[config.mk]
export PLATFORM = sky130hd
export DESIGN_NAME = ifns_back
export DESIGN_NICKNAME = d
export VERILOG_FILES = /design/src/rtl/ifns_pkg.sv /design/src/rtl/ifns_back.sv
export SDC_FILE = /design/constraint.sdc
export NUM_CORES = 2
export LEC_CHECK = 0
export BUFFER_PORTS_ARGS = -buffer_cell sky130_fd_sc_hd__buf_2
export CORE_UTILIZATION = 56
export DETAILED_ROUTE_END_ITERATION = 10
export GPL_TIMING_DRIVEN = 0
export PLACE_DENSITY_LB_ADDON = 0.12
export SETUP_SLACK_MARGIN = 0.3
export SYNTH_ARGS = -nofsm -noshare
export SYNTH_HDL_FRONTEND = slang
export SYNTH_SLANG_ARGS = --single-unit
[constraint.sdc]
create_clock -name clock -period 17.9 [get_ports clock]
set_clock_uncertainty 0.1 [all_clocks]
set_input_delay 1.79 -clock clock [delete_from_list [all_inputs] [get_ports clock]]
set_output_delay 1.79 -clock clock [all_outputs]
set_load 0.05 [all_outputs]
[src/rtl/ifns_pkg.sv]
package ifns_pkg;

   localparam int MAX_WIDTH   = 256;
   localparam int MAX_HEIGHT  = 256;

   localparam int PIX_W       = 8;
   localparam int DIM_W       = 9;
   localparam int BIAS_W      = 10;
   localparam int COL_W       = $clog2(MAX_WIDTH);
   localparam int CNT_W       = $clog2(MAX_WIDTH * MAX_HEIGHT + 1);
   localparam int SUM_W       = PIX_W + 3;

   localparam int QUEUE_DEPTH = 4;
   localparam int QPTR_W      = $clog2(QUEUE_DEPTH);
   localparam int QCNT_W      = $clog2(QUEUE_DEPTH + 1);

   localparam int CSR_INDEX_W = 2;
   localparam int CSR_DATA_W  = 10;

   localparam logic [DIM_W-1:0] MIN_WIDTH_D  = DIM_W'(2);
   localparam logic [DIM_W-1:0] MIN_HEIGHT_D = DIM_W'(3);
   localparam logic [DIM_W-1:0] MAX_WIDTH_D  = DIM_W'(MAX_WIDTH);
   localparam logic [DIM_W-1:0] MAX_HEIGHT_D = DIM_W'(MAX_HEIGHT);

   localparam logic [DIM_W-1:0]  RESET_FRAME_WIDTH  = DIM_W'(64);
   localparam logic [DIM_W-1:0]  RESET_FRAME_HEIGHT = DIM_W'(64);
   localparam logic [BIAS_W-1:0] RESET_BIAS         = '0;

   localparam logic [CSR_INDEX_W-1:0] REG_FRAME_WIDTH  = CSR_INDEX_W'(0);
   localparam logic [CSR_INDEX_W-1:0] REG_FRAME_HEIGHT = CSR_INDEX_W'(1);
   localparam logic [CSR_INDEX_W-1:0] REG_BIAS         = CSR_INDEX_W'(2);

   localparam logic OP_PIXEL = 1'b0;
   localparam logic OP_FLUSH = 1'b1;

   typedef struct packed {
      logic             opcode;
      logic [PIX_W-1:0] pixel_in;
   } req_type;

   typedef struct packed {
      logic [PIX_W-1:0] pixel_out;
      logic             frame_last;
   } rsp_type;

   typedef struct packed {
      logic [DIM_W-1:0] width;
      logic [CNT_W-1:0] total;
   } cfg_type;

   // One classified result on its way from the front to the back.
   typedef struct packed {
      logic             smooth;
      logic             last;
      logic [COL_W-1:0] col;
      logic [PIX_W-1:0] below;
      logic [PIX_W-1:0] orig_n;
      logic [PIX_W-1:0] orig_n1;
   } entry_type;

endpackage

[src/rtl/ifns_back.sv]
module ifns_back import ifns_pkg::*; (
   input  logic              clock,
   input  logic              reset,
   input  logic [BIAS_W-1:0] bias,
   input  logic              pop_valid,
   input  entry_type         pop_entry,
   output logic              pop,
   output logic              rsp_valid,
   input  logic              rsp_stall,
   output rsp_type           rsp_payload
);

   logic             x_valid_ff, x_valid_in;
   logic             rsp_valid_ff, rsp_valid_in;
   entry_type        x_entry_ff;
   logic [PIX_W-1:0] up_ff, left_ff;
   rsp_type          rsp_payload_ff;
   logic [PIX_W-1:0] upd_line_ff [MAX_WIDTH];

   logic             advance;
   logic [SUM_W-1:0] sum;
   logic [PIX_W-1:0] value;

   assign advance = x_valid_ff && (!rsp_valid_ff || !rsp_stall);
   assign pop     = pop_valid && (!x_valid_ff || advance);

   // The left neighbour is simply the previous result, held in left_ff.
   assign sum   = SUM_W'(left_ff) + SUM_W'(up_ff) + SUM_W'(x_entry_ff.orig_n1)
                  + SUM_W'(x_entry_ff.below) + SUM_W'(bias);
   assign value = x_entry_ff.smooth ? sum[PIX_W+1:2] : x_entry_ff.orig_n;

   always_comb begin
      x_valid_in = x_valid_ff;
      if (pop) begin
         x_valid_in = 1'b1;
      end else if (advance) begin
         x_valid_in = 1'b0;
      end
      rsp_valid_in = rsp_valid_ff;
      if (advance) begin
         rsp_valid_in = 1'b1;
      end else if (!rsp_stall) begin
         rsp_valid_in = 1'b0;
      end
   end

   always_ff @(posedge clock) begin
      if (reset) begin
         x_valid_ff   <= 1'b0;
         rsp_valid_ff <= 1'b0;
      end else begin
         x_valid_ff   <= x_valid_in;
         rsp_valid_ff <= rsp_valid_in;
      end
   end

   // A column is rewritten when its result leaves this stage, which is always
   // before the pixel one line below fetches it as its upper neighbour.
   always_ff @(posedge clock) begin
      if (pop) begin
         x_entry_ff <= pop_entry;
         up_ff      <= upd_line_ff[pop_entry.col];
      end
      if (advance) begin
         upd_line_ff[x_entry_ff.col] <= value;
         left_ff                     <= value;
         rsp_payload_ff              <= '{pixel_out: value, frame_last: x_entry_ff.last};
      end
   end

   assign rsp_valid   = rsp_valid_ff;
   assign rsp_payload = rsp_payload_ff;

endmodule

==> key figures <==
Synth
  – Area leader, netlist: edfxtp_1
  – Top FF cell, synth: edfxtp_1
  – Synth cell count leaders: edfxtp_1 (2099), mux4_2 (485), nor2_1 (307)
  – Distinct cell type count after synthesis: 57
  – Syn nets: 3905
  – Post-synthesis cell count: roughly 3.8k
  – Avg Cell Area, Syn: about 21 sq um
  – Synth Register Bits: 2101
  – Synth area leaders: edfxtp_1 (77%), mux4_2 (13%), nor2_1 (1.4%)
  – Post-synth EDFFs: around 2.1k
  – Synthesized area: 81600 sq um
  – Seq/Total Area, Yosys: 77.3%
  – Async SR Flop Fraction: 0%
  – Most frequent cell after synthesis: edfxtp_1
  – Synth Warn #: 0
  – Synth top area share: between 70% and 80%

Clock network
  – Worst skew pair latency: approximately 0.85 ns
  – H-tree Lvls: 4
  – Cts bufs inserted: roughly 200
  – Cts hold-fix bufs: 0
  – Root buffer cell: clkbuf_16
  – CTS tree: built
  – Setup repair bufs after CTS: 0
  – Clk sinks: ~2.1k
  – Max Root-Sink Buffers: 3
  – CTS resizes: 0
  – Reg clk slew, reported paths: about 0.060 ns

Layout
  – Area grow syn2layout: 12.5%
  – Share of cells above drive strength 1: around a quarter
  – Final layout net count: 4241
  – # diodes: 0
  – Post-route insts no fill: approximately 6.2k
  – Layout Utilization: 63.7%

Critical path
  – Critical-path maximum fanout: 15
  – Worst Setup SP: bias[2]
  – Crit Path Class: primary input to register
  – Crit path launch type: primary input
  – Reg2Reg Depth: 20
  – Reg-to-Reg End: upd_line_ff[143][7]
  – R2R Path Start: rsp_payload[3]
  – Flop-to-flop setup slack: between 10 and 15 ns
  – Crit path arrival time: 6.73 ns
  – CP Capture Type: register
  – Critical Path End: upd_line_ff[143][7]
  – Req. time, crit path: about 18 ns

Detailed routing
  – Total Wirelength: roughly 230 mm
  – DRC: 0
  – First-iteration detailed-routing DRC count: between 5k and 6k
  – Total number of vias: 41.7k
  – Routed len/inst: roughly 36 microns
  – Post-route ant nets: 0
  – Vias per Instance: approximately 6.7
  – Drt first pass iters: 5

Power
  – VDD IR max: 0.337 mV
  – Pwr dens: between 150 and 200 nW/um^2
  – LEAKAGE: 28.8 nW

Timing
  – Final setup vio count: 0
  – Final Hold Viols: 0
  – Fin Hold WS: 0.358 ns
  – Max Freq: 0.162 GHz
  – Relative slew slack: roughly 3.5%
  – RSZ-0062 raised after global routing: false
  – Period utilization: approximately a third
  – Total Neg Setup Slack: 0 ns
  – Post-layout min period: between 6 and 7 ns
  – Max Slew Vio Count: 0
  – Slew @ Worst Pin: ~1.4 ns

Place
  – Detail Placement HPWL: between 150 and 200 mm
  – Routability cong.: about 0.93
  – DP Cell Count: around 6k
  – PortBufs: a little under 60

Flow run
  – Maxcap violations: 0

Floorplan
  – Ports: just under 60
  – Chip width: ~380 microns
  – Starting Density: between 50% and 60%
  – Core ar.: about 140000 sq um
  – Die area: roughly 150000 sq um
  – Rows: about 140
  – Die height: roughly 380 microns

GRT
  – Initial antenna violation count: 7
  – First-pass GRT wire length: 313 mm
  – Pin count of the biggest net entering global routing: about 140
  – GRT Util Overall: a little under a third
  – Grt total ovfl: 0
  – Vias in the first global route: roughly 41k

Hold path
  – Min-delay worst type: register to register

Status
  – Outcome: completed
-- per-stage QoR --
stage               setup WS [ns]  instance area (sq um)  total power, mW
global placement           -13.09                  84300             10.9
finish                      11.74                  91800             14.7
CTS                         11.81                  91800             14.7
floorplan                   0.601                  81600             9.30
global route                11.55                  91800             15.0
detailed placement          10.92                  85500             10.6
-- power breakdown --
group / switching, mW / leakage, nW / internal [mW]
registers: 0.00784 / 18.9 / 7.29
logic: 2.46 / 6.84 / 0.799
clock network: 1.83 / 3.04 / 2.28
-- flip-flops by register name, summed over array words and instances, names as in the netlist --
register and count:
rsp_payload 9, x_entry_ff 34, x_valid_ff 1, upd_line_ff 2048, rsp_valid 1, up_ff 8
-- cells in the final DEF, fill, tap and decap left out, drive strengths merged, types with 30 or more instances in the layout --
master and count:
o221ai 32, mux2i 78, o22ai 87, inv 86, nand2 31, nand3 31, a22o 44, clkinv 90
mux4 485, a221oi 30, edfxtp 2099, clkbuf 357, a22oi 42, nor3 33, buf 253, a21oi 47
nor2 307
-- worst min path at each step --
| stage | from | to | slack [ns] | depth (start not counted) |
|---|---|---|---|---|
| 2_1_floorplan | x_entry_ff[32] | rsp_payload[0] | 0.30 | 0 |
| 3_3_place_gp | x_entry_ff[32] | rsp_payload[0] | 0.32 | 0 |
| 3_5_place_dp | x_entry_ff[32] | rsp_payload[0] | 0.34 | 0 |
| 4_1_cts | x_entry_ff[32] | rsp_payload[0] | 0.37 | 0 |
| 5_1_grt | x_entry_ff[32] | rsp_payload[0] | 0.38 | 0 |
| 6_report | x_entry_ff[32] | rsp_payload[0] | 0.36 | 0 |
-- worst max-delay path, cell delays in order --
cell,delay [ns]
buf_2,0.08
inv_1,0.04
fa_1,0.54
inv_1,0.05
fa_1,0.47
inv_1,0.05
fa_1,0.47
inv_1,0.07
fa_1,0.42
a21o_1,0.21
a21oi_1,0.24
o21bai_1,0.10
a21oi_1,0.31
o211ai_1,0.15
o211ai_1,0.37
buf_4,0.34
buf_4,0.24
buf_6,0.19
buf_6,0.18
buf_4,0.19
buf_4,0.22
-- cell families after synthesis --
group	Yosys count	synth area share [%]
buffers and inverters	301	2.00
and+or+nand+nor	470	2.53
xor gates and xnor gates	5	0.0537
adders and majority gates	33	0.717
AOI/OAI and AO/OA	348	3.03
muxes	566	14.4
DFF	2101	77.3
-- layer usage --
layer | share of wire (%) | GRT usage, % | vias up
met3 | 11 | 7.77 | 431
met5 | 0.020 | 0 | -
met4 | 4.2 | 12.3 | 6
met2 | 47 | 47.6 | 2551
li1 | - | - | 16600
met1 | 38 | 43.3 | 22100
-- final cells by class --
class | count | area [sq um]
Multi-Input combinational cell | 1422 | 17000
Clock inverter | 115 | 895
Fill cell | 9720 | 52400
Clock buffer | 257 | 5370
Timing Repair Buffer | 130 | 1430
Sequential cell | 2101 | 63100
Inverter | 78 | 293
Tap cell | 1903 | 2380
Buffer | 223 | 1370
No activity file was read; power rests on OpenSTA's default activity.
