`src/rtl/ifns_pkg.sv`:
```
package ifns_pkg;

   localparam int MAX_WIDTH   = 256;
   localparam int MAX_HEIGHT  = 256;

   localparam int PIX_W       = 8;
   localparam int DIM_W       = 9;
   localparam int BIAS_W      = 10;
   localparam int COL_W       = $clog2(MAX_WIDTH);
   localparam int CNT_W       = $clog2(MAX_WIDTH * MAX_HEIGHT + 1);
   localparam int SUM_W       = PIX_W + 3;

   localparam int QUEUE_DEPTH = 4;
   localparam int QPTR_W      = $clog2(QUEUE_DEPTH);
   localparam int QCNT_W      = $clog2(QUEUE_DEPTH + 1);

   localparam int CSR_INDEX_W = 2;
   localparam int CSR_DATA_W  = 10;

   localparam logic [DIM_W-1:0] MIN_WIDTH_D  = DIM_W'(2);
   localparam logic [DIM_W-1:0] MIN_HEIGHT_D = DIM_W'(3);
   localparam logic [DIM_W-1:0] MAX_WIDTH_D  = DIM_W'(MAX_WIDTH);
   localparam logic [DIM_W-1:0] MAX_HEIGHT_D = DIM_W'(MAX_HEIGHT);

   localparam logic [DIM_W-1:0]  RESET_FRAME_WIDTH  = DIM_W'(64);
   localparam logic [DIM_W-1:0]  RESET_FRAME_HEIGHT = DIM_W'(64);
   localparam logic [BIAS_W-1:0] RESET_BIAS         = '0;

   localparam logic [CSR_INDEX_W-1:0] REG_FRAME_WIDTH  = CSR_INDEX_W'(0);
   localparam logic [CSR_INDEX_W-1:0] REG_FRAME_HEIGHT = CSR_INDEX_W'(1);
   localparam logic [CSR_INDEX_W-1:0] REG_BIAS         = CSR_INDEX_W'(2);

   localparam logic OP_PIXEL = 1'b0;
   localparam logic OP_FLUSH = 1'b1;

   typedef struct packed {
      logic             opcode;
      logic [PIX_W-1:0] pixel_in;
   } req_type;

   typedef struct packed {
      logic [PIX_W-1:0] pixel_out;
      logic             frame_last;
   } rsp_type;

   typedef struct packed {
      logic [DIM_W-1:0] width;
      logic [CNT_W-1:0] total;
   } cfg_type;

   // One classified result on its way from the front to the back.
   typedef struct packed {
      logic             smooth;
      logic             last;
      logic [COL_W-1:0] col;
      logic [PIX_W-1:0] below;
      logic [PIX_W-1:0] orig_n;
      logic [PIX_W-1:0] orig_n1;
   } entry_type;

endpackage

```
`src/rtl/ifns_queue.sv`:
```
module ifns_queue import ifns_pkg::*; (
   input  logic              clock,
   input  logic              reset,
   input  logic              push,
   input  entry_type         push_entry,
   input  logic              pop,
   output logic              pop_valid,
   output entry_type         pop_entry,
   output logic [QCNT_W-1:0] count
);

   entry_type         slot_ff [QUEUE_DEPTH];
   logic [QPTR_W-1:0] wr_ptr_ff, wr_ptr_in;
   logic [QPTR_W-1:0] rd_ptr_ff, rd_ptr_in;
   logic [QCNT_W-1:0] count_ff, count_in;

   assign pop_valid = count_ff != '0;
   assign pop_entry = slot_ff[rd_ptr_ff];
   assign count     = count_ff;

   always_comb begin
      wr_ptr_in = push ? wr_ptr_ff + 1'b1 : wr_ptr_ff;
      rd_ptr_in = pop ? rd_ptr_ff + 1'b1 : rd_ptr_ff;
      count_in  = count_ff;
      if (push && !pop) begin
         count_in = count_ff + 1'b1;
      end else if (pop && !push) begin
         count_in = count_ff - 1'b1;
      end
   end

   always_ff @(posedge clock) begin
      if (reset) begin
         wr_ptr_ff <= '0;
         rd_ptr_ff <= '0;
         count_ff  <= '0;
      end else begin
         wr_ptr_ff <= wr_ptr_in;
         rd_ptr_ff <= rd_ptr_in;
         count_ff  <= count_in;
      end
   end

   always_ff @(posedge clock) begin
      if (push) begin
         slot_ff[wr_ptr_ff] <= push_entry;
      end
   end

endmodule

```
`config.mk`:
```
export PLATFORM = sky130hd
export DESIGN_NAME = ifns_queue
export DESIGN_NICKNAME = d
export VERILOG_FILES = /design/src/rtl/ifns_pkg.sv /design/src/rtl/ifns_queue.sv
export SDC_FILE = /design/constraint.sdc
export NUM_CORES = 1
export LEC_CHECK = 0
export BUFFER_PORTS_ARGS = -buffer_cell sky130_fd_sc_hd__buf_2
export CAP_MARGIN = 20
export CELL_PAD_IN_SITES_DETAIL_PLACEMENT = 2
export CELL_PAD_IN_SITES_GLOBAL_PLACEMENT = 2
export CORE_UTILIZATION = 40
export DETAILED_ROUTE_END_ITERATION = 12
export PLACE_DENSITY = 0.75
export SYNTH_ARGS = -nofsm -noshare
export SYNTH_HDL_FRONTEND = slang
export SYNTH_SLANG_ARGS = --single-unit
```
`constraint.sdc`:
```
create_clock -name clock -period 3.05 [get_ports clock]
set_input_delay 0.1525 -clock clock [delete_from_list [all_inputs] [get_ports clock]]
set_output_delay 0.1525 -clock clock [all_outputs]
set_load 0.05 [all_outputs]
```
==> results.md <==
| Result | Reported |
|---|---|
| Outcome | finished clean |
| Area growth syn-to-layout | 26.45% |
| Unrepaired setup endpoints after global routing | false |
| Peak clock frequency supported by timing | 448.6 MHz |
| Worst hold start | push_entry[5] |
| Logic depth of the worst register-to-register path | 3 |
| Slew Limit Headroom | 34.89% |
| Cell types with the largest area share after synthesis | sky130_fd_sc_hd__edfxtp_1 76%, sky130_fd_sc_hd__mux4_2 13%, sky130_fd_sc_hd__dfxtp_1 3.4% |
| Share of synthesized flip-flops with an asynchronous set or reset | 0% |
| Half-perimeter wire length of the detailed placement result | 7.145 mm |
| Drt first pass iters | 4 |
| Post-Layout Inst Area | 6800 µm² |
| Via count of the routed design | 2,620 |
| Hold crit path type | input port to register |
| Number of buffers created by CTS | 17 |
| H-tree depth | 4 |
| Nets in the synthesized netlist | 265 |
| Diode insertion count for antenna repair | 0 |
| Residual overflow from global routing | 0 |
| Cell area after synthesis | 5378 µm² |
| Initial antenna violation count | 0 |
| IO Pins | 76 |
| Total wire length | 11.80 mm |
| Floorplan core area | 12,880 µm² |
| Fraction of final layout cells with drive strength greater than 1 | 40.06% |
| CTS tree | built |
| Sinks on the clock net | 145 |
| Clock transition at the registers of the reported paths | 0.06 ns |
| Post-route clock period utilization | 73.08% |
| Global-route total usage across every layer | 18.46% |
| Clk_lat worst skew | 0.42 ns |
| Number of maximum-capacitance constraint violations | 0 |
| Global-route wire length before repair | 17.91 mm |
| Distinct cells, synth | 20 |
| Startpoint kind of the worst setup timing path | register |
| Worst path required time | 2.90 ns |
| # placed instances | 464 |
| Maximum number of pins on one net before global-route repair | 35 |
| Worst hold path depth | 1 |
| CP max stage cell | sky130_fd_sc_hd__dfxtp_2 |
| Number of cells upsized or downsized after cts | 0 |
| Pins over their slew limit | 0 |
| Buffer depth of the longest clock path | 2 |
| Cells along the critical path | buf_4 > mux4_2 > buf_2 |
| Final core occ | 52.81% |
| Total cell area at the placement stage | 5919 µm² |
| Power Density | 732.7 nW/µm² |
| Average wire length per cell after detail routing | 22.31 µm |
| Number of enable-type register cells in the synthesized netlist | 136 |
| Die height | 118.0 µm |
| Critical path data arrival time | 2.08 ns |
| Final critical path time including I/O delays and setup | 2.229 ns |
| Number of nets in the layout | 388 |
| Largest stage delay on the critical path | 0.70 ns |
| Routability congestion estimate | 0.6477 |
| Worst-case hold path end point | slot_ff[0][5] |
| Layout fillers | 1,110 |
| Detailed-route vias per instance | 4.953 |
| Die ar. | 13,910 µm² |
| Buffers added on ports | 75 |
| Mean Syn Cell Area | 24.33 µm² |
| Category of the critical setup timing path | register to primary output |
| Setup slack on the worst flop-to-flop path | 1.30 ns |
| Reg-to-Reg End | slot_ff[0][9] |
| Worst IR drop on VDD | 0.4946 mV |
| Top fanout value on the critical path | 22 |
| Tot Pwr | 4.983 mW |
| Cell row count | 41 |
| Worst setup skew after layout | 0.007780 ns |
| Ranking of synthesized cells by instance count | 136 x sky130_fd_sc_hd__edfxtp_1, 30 x sky130_fd_sc_hd__mux4_2, 9 x sky130_fd_sc_hd__dfxtp_1 |
| Count of endpoints failing hold in the final timing report | 0 |
| Actual slew at the worst max-slew pin | 0.9767 ns |
| Vias in the first global route | 2,906 |
| Crit. End Element | primary output |
| First DRT Iteration DRCs | 153 |
| Top cell type's share of synthesized area | 75.94% |
| Proportion of synthesized chip area in sequential cells | 79.29% |
| Count of nets left with antenna violations after detail routing | 0 |
| Number of warnings printed during yosys synthesis | 0 |
| Count of placed standard cells in the final layout, fillers left out | 529 |
| Clock tree root buffer cell | sky130_fd_sc_hd__clkbuf_16 |
| Synthesized netlist cell count | 221 |
| Leakage | 2.386 nW |
| Drt drc | 0 |
| Reg-to-Reg Start | wr_ptr_ff[0] |
| Prevailing post-synth register cell | sky130_fd_sc_hd__edfxtp_1 |
| Final sum of negative setup slack | 0 ns |
| Count of state elements after synthesis | 145 |
| Effective utilization at floorplan | 41.76% |
| Die width | 118.0 µm |
| Most frequently used cell type in the post-synthesis netlist | sky130_fd_sc_hd__edfxtp_1 |
| Cell taking the most area after synthesis | sky130_fd_sc_hd__edfxtp_1 |
| Total setup violations reported at the end of the flow | 0 |
## layer usage
layer / up-vias / global-route usage, % / part of all wire (%)
li1: 1167 / - / -
met3: 9 / 6.492 / 4.1
met5: - / 0 / 0
met4: 0 / 5.048 / 0.68
met2: 66 / 30.59 / 52
met1: 1378 / 22.93 / 43
## repair_timing
item,CTS,global route
endpoints found under the hold margin,132,0
hold buffers,33,0
setup buffers,0,0
## cells in the final DEF (no fill, tap or decap), types with 2 or more instances in the layout
cell type	synthesis	final
sky130_fd_sc_hd__and2_2	0	4
sky130_fd_sc_hd__buf_2	3	75
sky130_fd_sc_hd__buf_4	0	5
sky130_fd_sc_hd__bufinv_16	0	2
sky130_fd_sc_hd__clkbuf_16	0	17
sky130_fd_sc_hd__clkinv_1	0	5
sky130_fd_sc_hd__clkinv_2	0	6
sky130_fd_sc_hd__dfxtp_1	9	7
sky130_fd_sc_hd__dfxtp_2	0	2
sky130_fd_sc_hd__dlygate4sd3_1	0	33
sky130_fd_sc_hd__edfxtp_1	136	136
sky130_fd_sc_hd__ha_1	5	5
sky130_fd_sc_hd__inv_1	4	4
sky130_fd_sc_hd__mux2i_1	2	2
sky130_fd_sc_hd__mux4_1	4	4
sky130_fd_sc_hd__mux4_2	30	30
sky130_fd_sc_hd__nor2_1	7	7
sky130_fd_sc_hd__or3_1	2	2
sky130_fd_sc_hd__xnor2_1	2	2
sky130_fd_sc_hd__xor2_1	3	3
## flip-flops by register name, summed over array words and instances, names as in the netlist, named ones only
signal and flops:
count 3, rd_ptr_ff 2, slot_ff 136, wr_ptr_ff 2
## logic make-up (layout without fill, tap and decap cells)
group,count (synthesis),count (layout),share of synthesized area (%)
flip-flops,145,145,79.29
multiplexers,36,36,14.89
AND/OR/NAND/NOR,14,14,1.256
buffers and inverters,13,149,2.024
adder cells (fa/ha/maj),6,6,1.536
XOR/XNOR,5,5,0.8145
AO/OA/AOI/OAI,2,2,0.1860
## report_power, final
group          switching [mW]  internal [mW]
Combinational           0.484          0.227
Sequential             0.0483           2.29
Clock                   0.759           1.18
## critical path, delay by kind of cell, from the launching register on
kind / cells / cell delay, ns
flip-flops: 1 / 0.70
buffers and inverters: 2 / 0.59
multiplexers: 1 / 0.36
## stage by stage
stage / worst slack, ns / hold WS, ns
3_3_place_gp: 1.238 / 0.3649
3_5_place_dp: 1.215 / 0.3764
5_1_grt: 0.7074 / 0.001714
4_1_cts: 0.7563 / 0.002149
2_1_floorplan: 1.279 / 0.2514
6_report: 0.8210 / 0.01372
## cell type report
| cell class | instances | area (µm²) | share of cell area (%) |
|---|---|---|---|
| clock inverters | 15 | 125.1 | 1.840 |
| repair buffers | 113 | 743.2 | 10.93 |
| flip-flops and latches | 145 | 4267 | 62.74 |
| well taps | 172 | 215.2 | 3.165 |
| clock buffers | 17 | 425.4 | 6.256 |
| multi-input cells | 63 | 1010 | 14.85 |
| inverters | 4 | 15.01 | 0.2208 |
## how the worst max path moves through the flow
stage	slack (ns)	to	cells after the start
2_1_floorplan	1.28	slot_ff[2][0]	3
3_3_place_gp	1.24	pop_entry[20]	3
3_5_place_dp	1.21	slot_ff[0][18]	3
4_1_cts	0.76	pop_entry[20]	3
5_1_grt	0.71	pop_entry[20]	3
6_report	0.82	pop_entry[20]	3
(Power assumes the default switching activity.)
