File: src/rtl/ifns_pkg.sv
package ifns_pkg;

   localparam int MAX_WIDTH   = 256;
   localparam int MAX_HEIGHT  = 256;

   localparam int PIX_W       = 8;
   localparam int DIM_W       = 9;
   localparam int BIAS_W      = 10;
   localparam int COL_W       = $clog2(MAX_WIDTH);
   localparam int CNT_W       = $clog2(MAX_WIDTH * MAX_HEIGHT + 1);
   localparam int SUM_W       = PIX_W + 3;

   localparam int QUEUE_DEPTH = 4;
   localparam int QPTR_W      = $clog2(QUEUE_DEPTH);
   localparam int QCNT_W      = $clog2(QUEUE_DEPTH + 1);

   localparam int CSR_INDEX_W = 2;
   localparam int CSR_DATA_W  = 10;

   localparam logic [DIM_W-1:0] MIN_WIDTH_D  = DIM_W'(2);
   localparam logic [DIM_W-1:0] MIN_HEIGHT_D = DIM_W'(3);
   localparam logic [DIM_W-1:0] MAX_WIDTH_D  = DIM_W'(MAX_WIDTH);
   localparam logic [DIM_W-1:0] MAX_HEIGHT_D = DIM_W'(MAX_HEIGHT);

   localparam logic [DIM_W-1:0]  RESET_FRAME_WIDTH  = DIM_W'(64);
   localparam logic [DIM_W-1:0]  RESET_FRAME_HEIGHT = DIM_W'(64);
   localparam logic [BIAS_W-1:0] RESET_BIAS         = '0;

   localparam logic [CSR_INDEX_W-1:0] REG_FRAME_WIDTH  = CSR_INDEX_W'(0);
   localparam logic [CSR_INDEX_W-1:0] REG_FRAME_HEIGHT = CSR_INDEX_W'(1);
   localparam logic [CSR_INDEX_W-1:0] REG_BIAS         = CSR_INDEX_W'(2);

   localparam logic OP_PIXEL = 1'b0;
   localparam logic OP_FLUSH = 1'b1;

   typedef struct packed {
      logic             opcode;
      logic [PIX_W-1:0] pixel_in;
   } req_type;

   typedef struct packed {
      logic [PIX_W-1:0] pixel_out;
      logic             frame_last;
   } rsp_type;

   typedef struct packed {
      logic [DIM_W-1:0] width;
      logic [CNT_W-1:0] total;
   } cfg_type;

   // One classified result on its way from the front to the back.
   typedef struct packed {
      logic             smooth;
      logic             last;
      logic [COL_W-1:0] col;
      logic [PIX_W-1:0] below;
      logic [PIX_W-1:0] orig_n;
      logic [PIX_W-1:0] orig_n1;
   } entry_type;

endpackage

File: src/rtl/ifns_front.sv
module ifns_front import ifns_pkg::*; (
   input  logic                clock,
   input  logic                reset,
   input  cfg_type             cfg,
   input  logic                restart,
   input  logic                req_valid,
   output logic                req_stall,
   input  req_type             req_payload,
   input  logic [QCNT_W-1:0]   queue_count,
   output logic                push,
   output entry_type           push_entry
);

   function automatic logic [COL_W-1:0] col_step(input logic [COL_W-1:0] c,
                                                 input logic [COL_W-1:0] last_col);
      logic [COL_W-1:0] r;
      if (c == last_col) begin
         r = '0;
      end else begin
         r = c + 1'b1;
      end
      return r;
   endfunction

   logic [CNT_W-1:0] inputs_taken_ff, inputs_taken_in;
   logic [CNT_W-1:0] results_given_ff, results_given_in;
   logic [COL_W-1:0] in_col_ff, in_col_in;
   logic [COL_W-1:0] res_col_ff, res_col_in;

   logic             p1_valid_ff, p1_result_ff;
   logic             p1_smooth_ff, p1_last_ff;
   logic [COL_W-1:0] p1_col_ff;
   logic [PIX_W-1:0] p1_below_ff;
   logic [PIX_W-1:0] orig_rd_ff, orig_prev_ff;
   logic [PIX_W-1:0] orig_line_ff [MAX_WIDTH];

   logic             accept, pixel_take, flush_take, rd_en, result, frame_done, smooth;
   logic [CNT_W-1:0] width_ext;
   logic [CNT_W:0]   rg_plus_one, rg_plus_edge;
   logic [COL_W-1:0] last_col, rd_addr;

   assign req_stall = queue_count > QCNT_W'(QUEUE_DEPTH - 2);
   assign accept    = req_valid && !req_stall;

   assign width_ext = CNT_W'(cfg.width);
   assign last_col  = COL_W'(cfg.width - 1'b1);

   assign pixel_take = accept && (req_payload.opcode == OP_PIXEL)
                       && (inputs_taken_ff < cfg.total);
   assign flush_take = accept && !pixel_take && (inputs_taken_ff >= cfg.total)
                       && (results_given_ff < cfg.total);
   assign rd_en      = pixel_take || flush_take;
   assign result     = (pixel_take && (inputs_taken_ff >= width_ext)) || flush_take;

   // Results leave strictly in raster order, so the pixel being finished is
   // always the one counted by results_given.
   assign rg_plus_one  = {1'b0, results_given_ff} + 1'b1;
   assign rg_plus_edge = {1'b0, results_given_ff} + (CNT_W+1)'(cfg.width)
                         + (CNT_W+1)'(2);
   assign frame_done   = result && (rg_plus_one == {1'b0, cfg.total});
   assign smooth       = (results_given_ff >= width_ext + 1'b1)
                         && (rg_plus_edge <= {1'b0, cfg.total});

   assign rd_addr = pixel_take ? col_step(in_col_ff, last_col)
                               : col_step(res_col_ff, last_col);

   always_comb begin
      inputs_taken_in  = inputs_taken_ff;
      results_given_in = results_given_ff;
      in_col_in        = in_col_ff;
      res_col_in       = res_col_ff;
      if (restart || frame_done) begin
         inputs_taken_in  = '0;
         results_given_in = '0;
         in_col_in        = '0;
         res_col_in       = '0;
      end else begin
         if (pixel_take) begin
            inputs_taken_in = inputs_taken_ff + 1'b1;
            in_col_in       = col_step(in_col_ff, last_col);
         end
         if (result) begin
            results_given_in = results_given_ff + 1'b1;
            res_col_in       = col_step(res_col_ff, last_col);
         end
      end
   end

   always_ff @(posedge clock) begin
      if (reset) begin
         inputs_taken_ff  <= '0;
         results_given_ff <= '0;
         in_col_ff        <= '0;
         res_col_ff       <= '0;
         p1_valid_ff      <= 1'b0;
         p1_result_ff     <= 1'b0;
      end else begin
         inputs_taken_ff  <= inputs_taken_in;
         results_given_ff <= results_given_in;
         in_col_ff        <= in_col_in;
         res_col_ff       <= res_col_in;
         p1_valid_ff      <= rd_en;
         p1_result_ff     <= result;
      end
   end

   // Each read fetches the original of the pixel after the one being
   // finished; the read before it therefore holds the pixel itself.
   always_ff @(posedge clock) begin
      if (pixel_take) begin
         orig_line_ff[in_col_ff] <= req_payload.pixel_in;
      end
      if (rd_en) begin
         orig_rd_ff   <= orig_line_ff[rd_addr];
         p1_smooth_ff <= smooth;
         p1_last_ff   <= frame_done;
         p1_col_ff    <= res_col_ff;
         p1_below_ff  <= flush_take ? '0 : req_payload.pixel_in;
      end
      if (p1_valid_ff) begin
         orig_prev_ff <= orig_rd_ff;
      end
   end

   assign push       = p1_valid_ff && p1_result_ff;
   assign push_entry = '{smooth:  p1_smooth_ff,
                         last:    p1_last_ff,
                         col:     p1_col_ff,
                         below:   p1_below_ff,
                         orig_n:  orig_prev_ff,
                         orig_n1: orig_rd_ff};

endmodule

File: config.mk
export PLATFORM = sky130hd
export DESIGN_NAME = ifns_front
export DESIGN_NICKNAME = d
export VERILOG_FILES = /design/src/rtl/ifns_pkg.sv /design/src/rtl/ifns_front.sv
export SDC_FILE = /design/constraint.sdc
export NUM_CORES = 2
export LEC_CHECK = 0
export BUFFER_PORTS_ARGS = -buffer_cell sky130_fd_sc_hd__buf_4
export CAP_MARGIN = 30
export CORE_UTILIZATION = 53
export CTS_CLUSTER_DIAMETER = 120
export DETAILED_ROUTE_END_ITERATION = 16
export PLACE_DENSITY = 0.74
export SYNTH_ARGS = -nofsm -noshare
export SYNTH_HDL_FRONTEND = slang
export SYNTH_SLANG_ARGS = --single-unit
export TNS_END_PERCENT = 100
File: constraint.sdc
create_clock -name clock -period 5.75 [get_ports clock]
set_clock_uncertainty 0.1 [all_clocks]
set_input_delay 1.4375 -clock clock [delete_from_list [all_inputs] [get_ports clock]]
set_output_delay 1.4375 -clock clock [all_outputs]
set_load 0.01 [all_outputs]
==> run_results.csv <==
group,metric,value,unit
setup_path,worstSetupStartpointType,"input pin",
outcome,status,"finished, final reports clean",
yosys,synth_edf_count,2082,
routing,vias,59230,
yosys,synth-main-ff-cell,"edfxtp_1",
placement,finalWeightedCongestion,0.9211,
sta,tightest_slew,1096,ps
pwr,intPower,0.02465,W
setup_path,timing.rr.end,"orig_rd_ff[2]",
sta,rsz0062_at_grt,"false",
yosys,synthCells,6911,
yosys,yosys-top-cells-area,"edfxtp_1 (71%), nand2_1 (7.8%), a21oi_1 (4.8%)",
yosys,synth_cell_type_count,63,
finish,fill_cells,12070,
clock_network,cts_max_level,4,
sta,layout_min_cycle_time,5453,ps
routing,vias_per_cell,6.173,
finish,layout.cells.non_filler,9595,
pwr,clkPwrFrac,42.1,%
sta,maxSlewViolCount,0,
sta,setup_violations,0,
yosys,yosysMostFrequentCell,"edfxtp_1",
placement,dp_hpwl,149600,um
setup_path,ff2ff_setup_slack,730,ps
worst_hold_path,hold_start,"inputs_taken_ff[1]",
clock_network,numCtsBuffers,207,
floorplan,fp.dieH,408.4,um
setup_path,path_cells,"buf_4, buf_4, inv_1, ha_1, xor2_1, o311ai_0, a2111oi_0, buf_4, o2111ai_1, o211ai_1, buf_4, nand2_4, nor2_4, buf_4, a32oi_1, nand3_1, a21oi_1, buf_4, o41ai_1, buf_4, nand4_1",
grt,grt_pass1_vias,57050,
clock_network,clock_sink_count,2134,
yosys,avgSynthCellArea,12.66,um2
floorplan,start_util,53.59,%
worst_hold_path,hold_path.class,"reg -> reg",
yosys,async_reset_ff_share,0,%
setup_path,cp.arrival,5940,ps
yosys,yosysSeqAreaShare,72.62,%
sta,max_slew_margin,26.69,%
routing,postRouteAntennaNets,0,
grt,grt_start_max_net_pins,116,
pwr,p_switching,0.006591,W
clock_network,clockBufferDepth,3,
setup_path,reg2reg_depth,18,
pwr,p_leak,34.22,nW
pwr,comb_power_share,3.2,%
floorplan,core,163300,um2
setup_path,cp.required,6240,ps
placement,dp.cells,9206,
clock_network,root_buffer,"clkbuf_16",
sta,max_freq,183.4,MHz
clock_network,cts_tree,"done",
finish,regArea,63560,um2
worst_hold_path,hold_end,"inputs_taken_ff[1]",
clock_network,post_cts_resized,0,
setup_path,slowest_stage,"o41ai_1",
setup_path,crit_fanout,24,
clock_network,hold_buffers,0,
setup_path,cp_common_cell,"buf_4",
yosys,synth_top_area_cell,"edfxtp_1",
clock_network,path_clk_slew,60,ps
routing,drt_iter0_markers,8358,
run,maxCapViolations,0,
yosys,yosys_warnings,0,
finish,area_growth,14.78,%
yosys,ys_ff_latch,2134,
setup_path,max_stage_delay,610,ps
placement,numPortBuffers,77,
sta,period_share,94.83,%
finish,multi_input_area,21930,um2
pwr,ir_drop,0.0002442,V
routing,wl,242300,um
finish,final_layout_size_suffix_gt1_share,12.27,%
floorplan,die_w,408.4,um
pwr,swShare,21.10,%
sta,fin_tns_setup,0,ps
finish,final_nets,7382,
pwr,p_per_area,310.9,nW/um2
setup_path,critPathBufInv,8,
setup_path,critical_path_class,"in -> reg",
grt,antenna_found_initial,8,
worst_hold_path,whs_path_depth,2,
sta,final_hold_viol_count,0,
yosys,ys_top_cells_by_count,"edfxtp_1 (2,082), nand2_1 (1,824), a21oi_1 (831)",
floorplan,row_count,148,
yosys,yosys.area.top_type_share,71.43,%
yosys,syn_area,87520,um2
yosys,syn-num-nets,7051,
grt,grt_usage,28.65,%
routing,drc,0,
clock_network,cts_setup_buffers,0,
floorplan,io_pins,78,
routing,wl_per_cell,25.25,um
routing,drt-pass1-iter-count,6,
grt,grt_remaining_overflow,0,
pwr,seqPwrFrac,54.6,%
setup_path,cp_top_family,"compound AO/OA/AOI/OAI gates",
setup_path,r2r-start,"inputs_taken_ff[4]",
grt,grt_pass1_wl,358500,um
floorplan,design.die.area,166800,um2
pwr,finalPower,0.03124,W
clock_network,clock_latency,870,ps
setup_path,worst_setup_path_end_kind,"flop",
worst register-to-register path, cell delays in order, from the launching register on:
cell and delay [ps]:
dfxtp_1 440, ha_1 310, a21oi_1 130, o21ai_0 110, a2111oi_0 510, buf_4 220
o211ai_1 140, a21oi_1 250, a21boi_1 110, buf_4 190, nor2_4 250, buf_4 390
a32oi_1 210, nand3_1 180, a21oi_1 100, buf_4 160, o41ai_1 610, buf_4 270
nand4_1 90
flip-flops by register name, summed over array words and instances, names as in the netlist:
| signal | cells |
|---|---|
| results_given_ff | 17 |
| p1_result_ff | 1 |
| p1_smooth_ff | 1 |
| orig_prev_ff | 8 |
| res_col_ff | 8 |
| p1_col_ff | 8 |
| p1_last_ff | 1 |
| orig_rd_ff | 8 |
| p1_valid_ff | 1 |
| in_col_ff | 8 |
| orig_line_ff | 2048 |
| p1_below_ff | 8 |
| inputs_taken_ff | 17 |
how the worst max path moves through the flow:
stage,startpoint,end,slack [ps],cells past startpoint
after floorplan,cfg[18],p1_smooth_ff,210,25
after global placement,cfg[18],p1_smooth_ff,-460,26
after detailed placement,cfg[17],orig_rd_ff[0],-480,21
after CTS,cfg[17],orig_rd_ff[0],440,21
after global routing,cfg[17],orig_rd_ff[0],90,20
final,cfg[17],orig_rd_ff[2],300,21
cells by family after synthesis:
| family | share of synthesized area (%) |
|---|---|
| AND/OR/NAND/NOR | 12.52 |
| adder cells (fa/ha/maj) | 1.410 |
| multiplexers | 1.041 |
| AO/OA/AOI/OAI | 9.032 |
| XOR/XNOR | 0.8706 |
| buffers and inverters | 2.500 |
| flip-flops | 72.62 |
stage by stage:
stage / hold WS [ps] / instance area [um2] / setup slack (ps) / utilization, %
final: 445.0 / 100500 / 297.2 / 61.51
after global routing: 470.1 / 100500 / 87.55 / 61.51
after CTS: 452.0 / 100400 / 437.2 / 61.49
after detailed placement: 443.4 / 93880 / -483.2 / 57.48
after global placement: 436.6 / 93790 / -456.6 / 57.43
after floorplan: 306.4 / 87520 / 210.7 / -
placed cells by master (no fill, tap or decap), drive strengths merged, types with 22 or more instances in the layout:
cell type	synthesis	routed
o21ai	49	49
a31oi	132	132
nand4	62	62
clkinv	0	109
o41ai	33	33
edfxtp	2082	2082
nand2	1824	1824
a32oi	216	216
mux2i	91	91
nor2b	22	22
clkbuf	263	251
inv	52	56
nor2	327	327
ha	97	97
xnor2	49	49
xor2	38	38
a21oi	831	831
nand3	337	337
buf	190	575
dfxtp	52	52
per-layer routing:
layer / vias up / routed length [um] / GRT usage (%)
met5: - / 46 / 0
met4: 6 / 10560 / 12.05
met3: 578 / 27150 / 5.795
met2: 3672 / 112900 / 44.77
met1: 28910 / 91640 / 39.30
li1: 26070 / - / -
power groups by stage:
stage	combinational, W	sequential [W]	clock [W]
4_1_cts	0.000997	0.0171	0.0132
2_1_floorplan	0.000432	0.0174	0
3_5_place_dp	0.000994	0.0174	0
5_1_grt	0.00108	0.0171	0.0138
6_report	0.00101	0.0171	0.0132
3_3_place_gp	0.000969	0.0174	0
cell type report:
| cell class | instances | area share [%] |
|---|---|---|
| inverter | 52 | 0.1943 |
| clock buffer | 251 | 5.321 |
| multi-input combinational | 4272 | 21.83 |
| clock inverter | 133 | 1.197 |
| sequential | 2134 | 63.27 |
| timing repair buffer | 575 | 5.473 |
| tap | 2175 | 2.709 |
| antenna | 3 | 0.007473 |
Power figures use the tool's default switching activity.
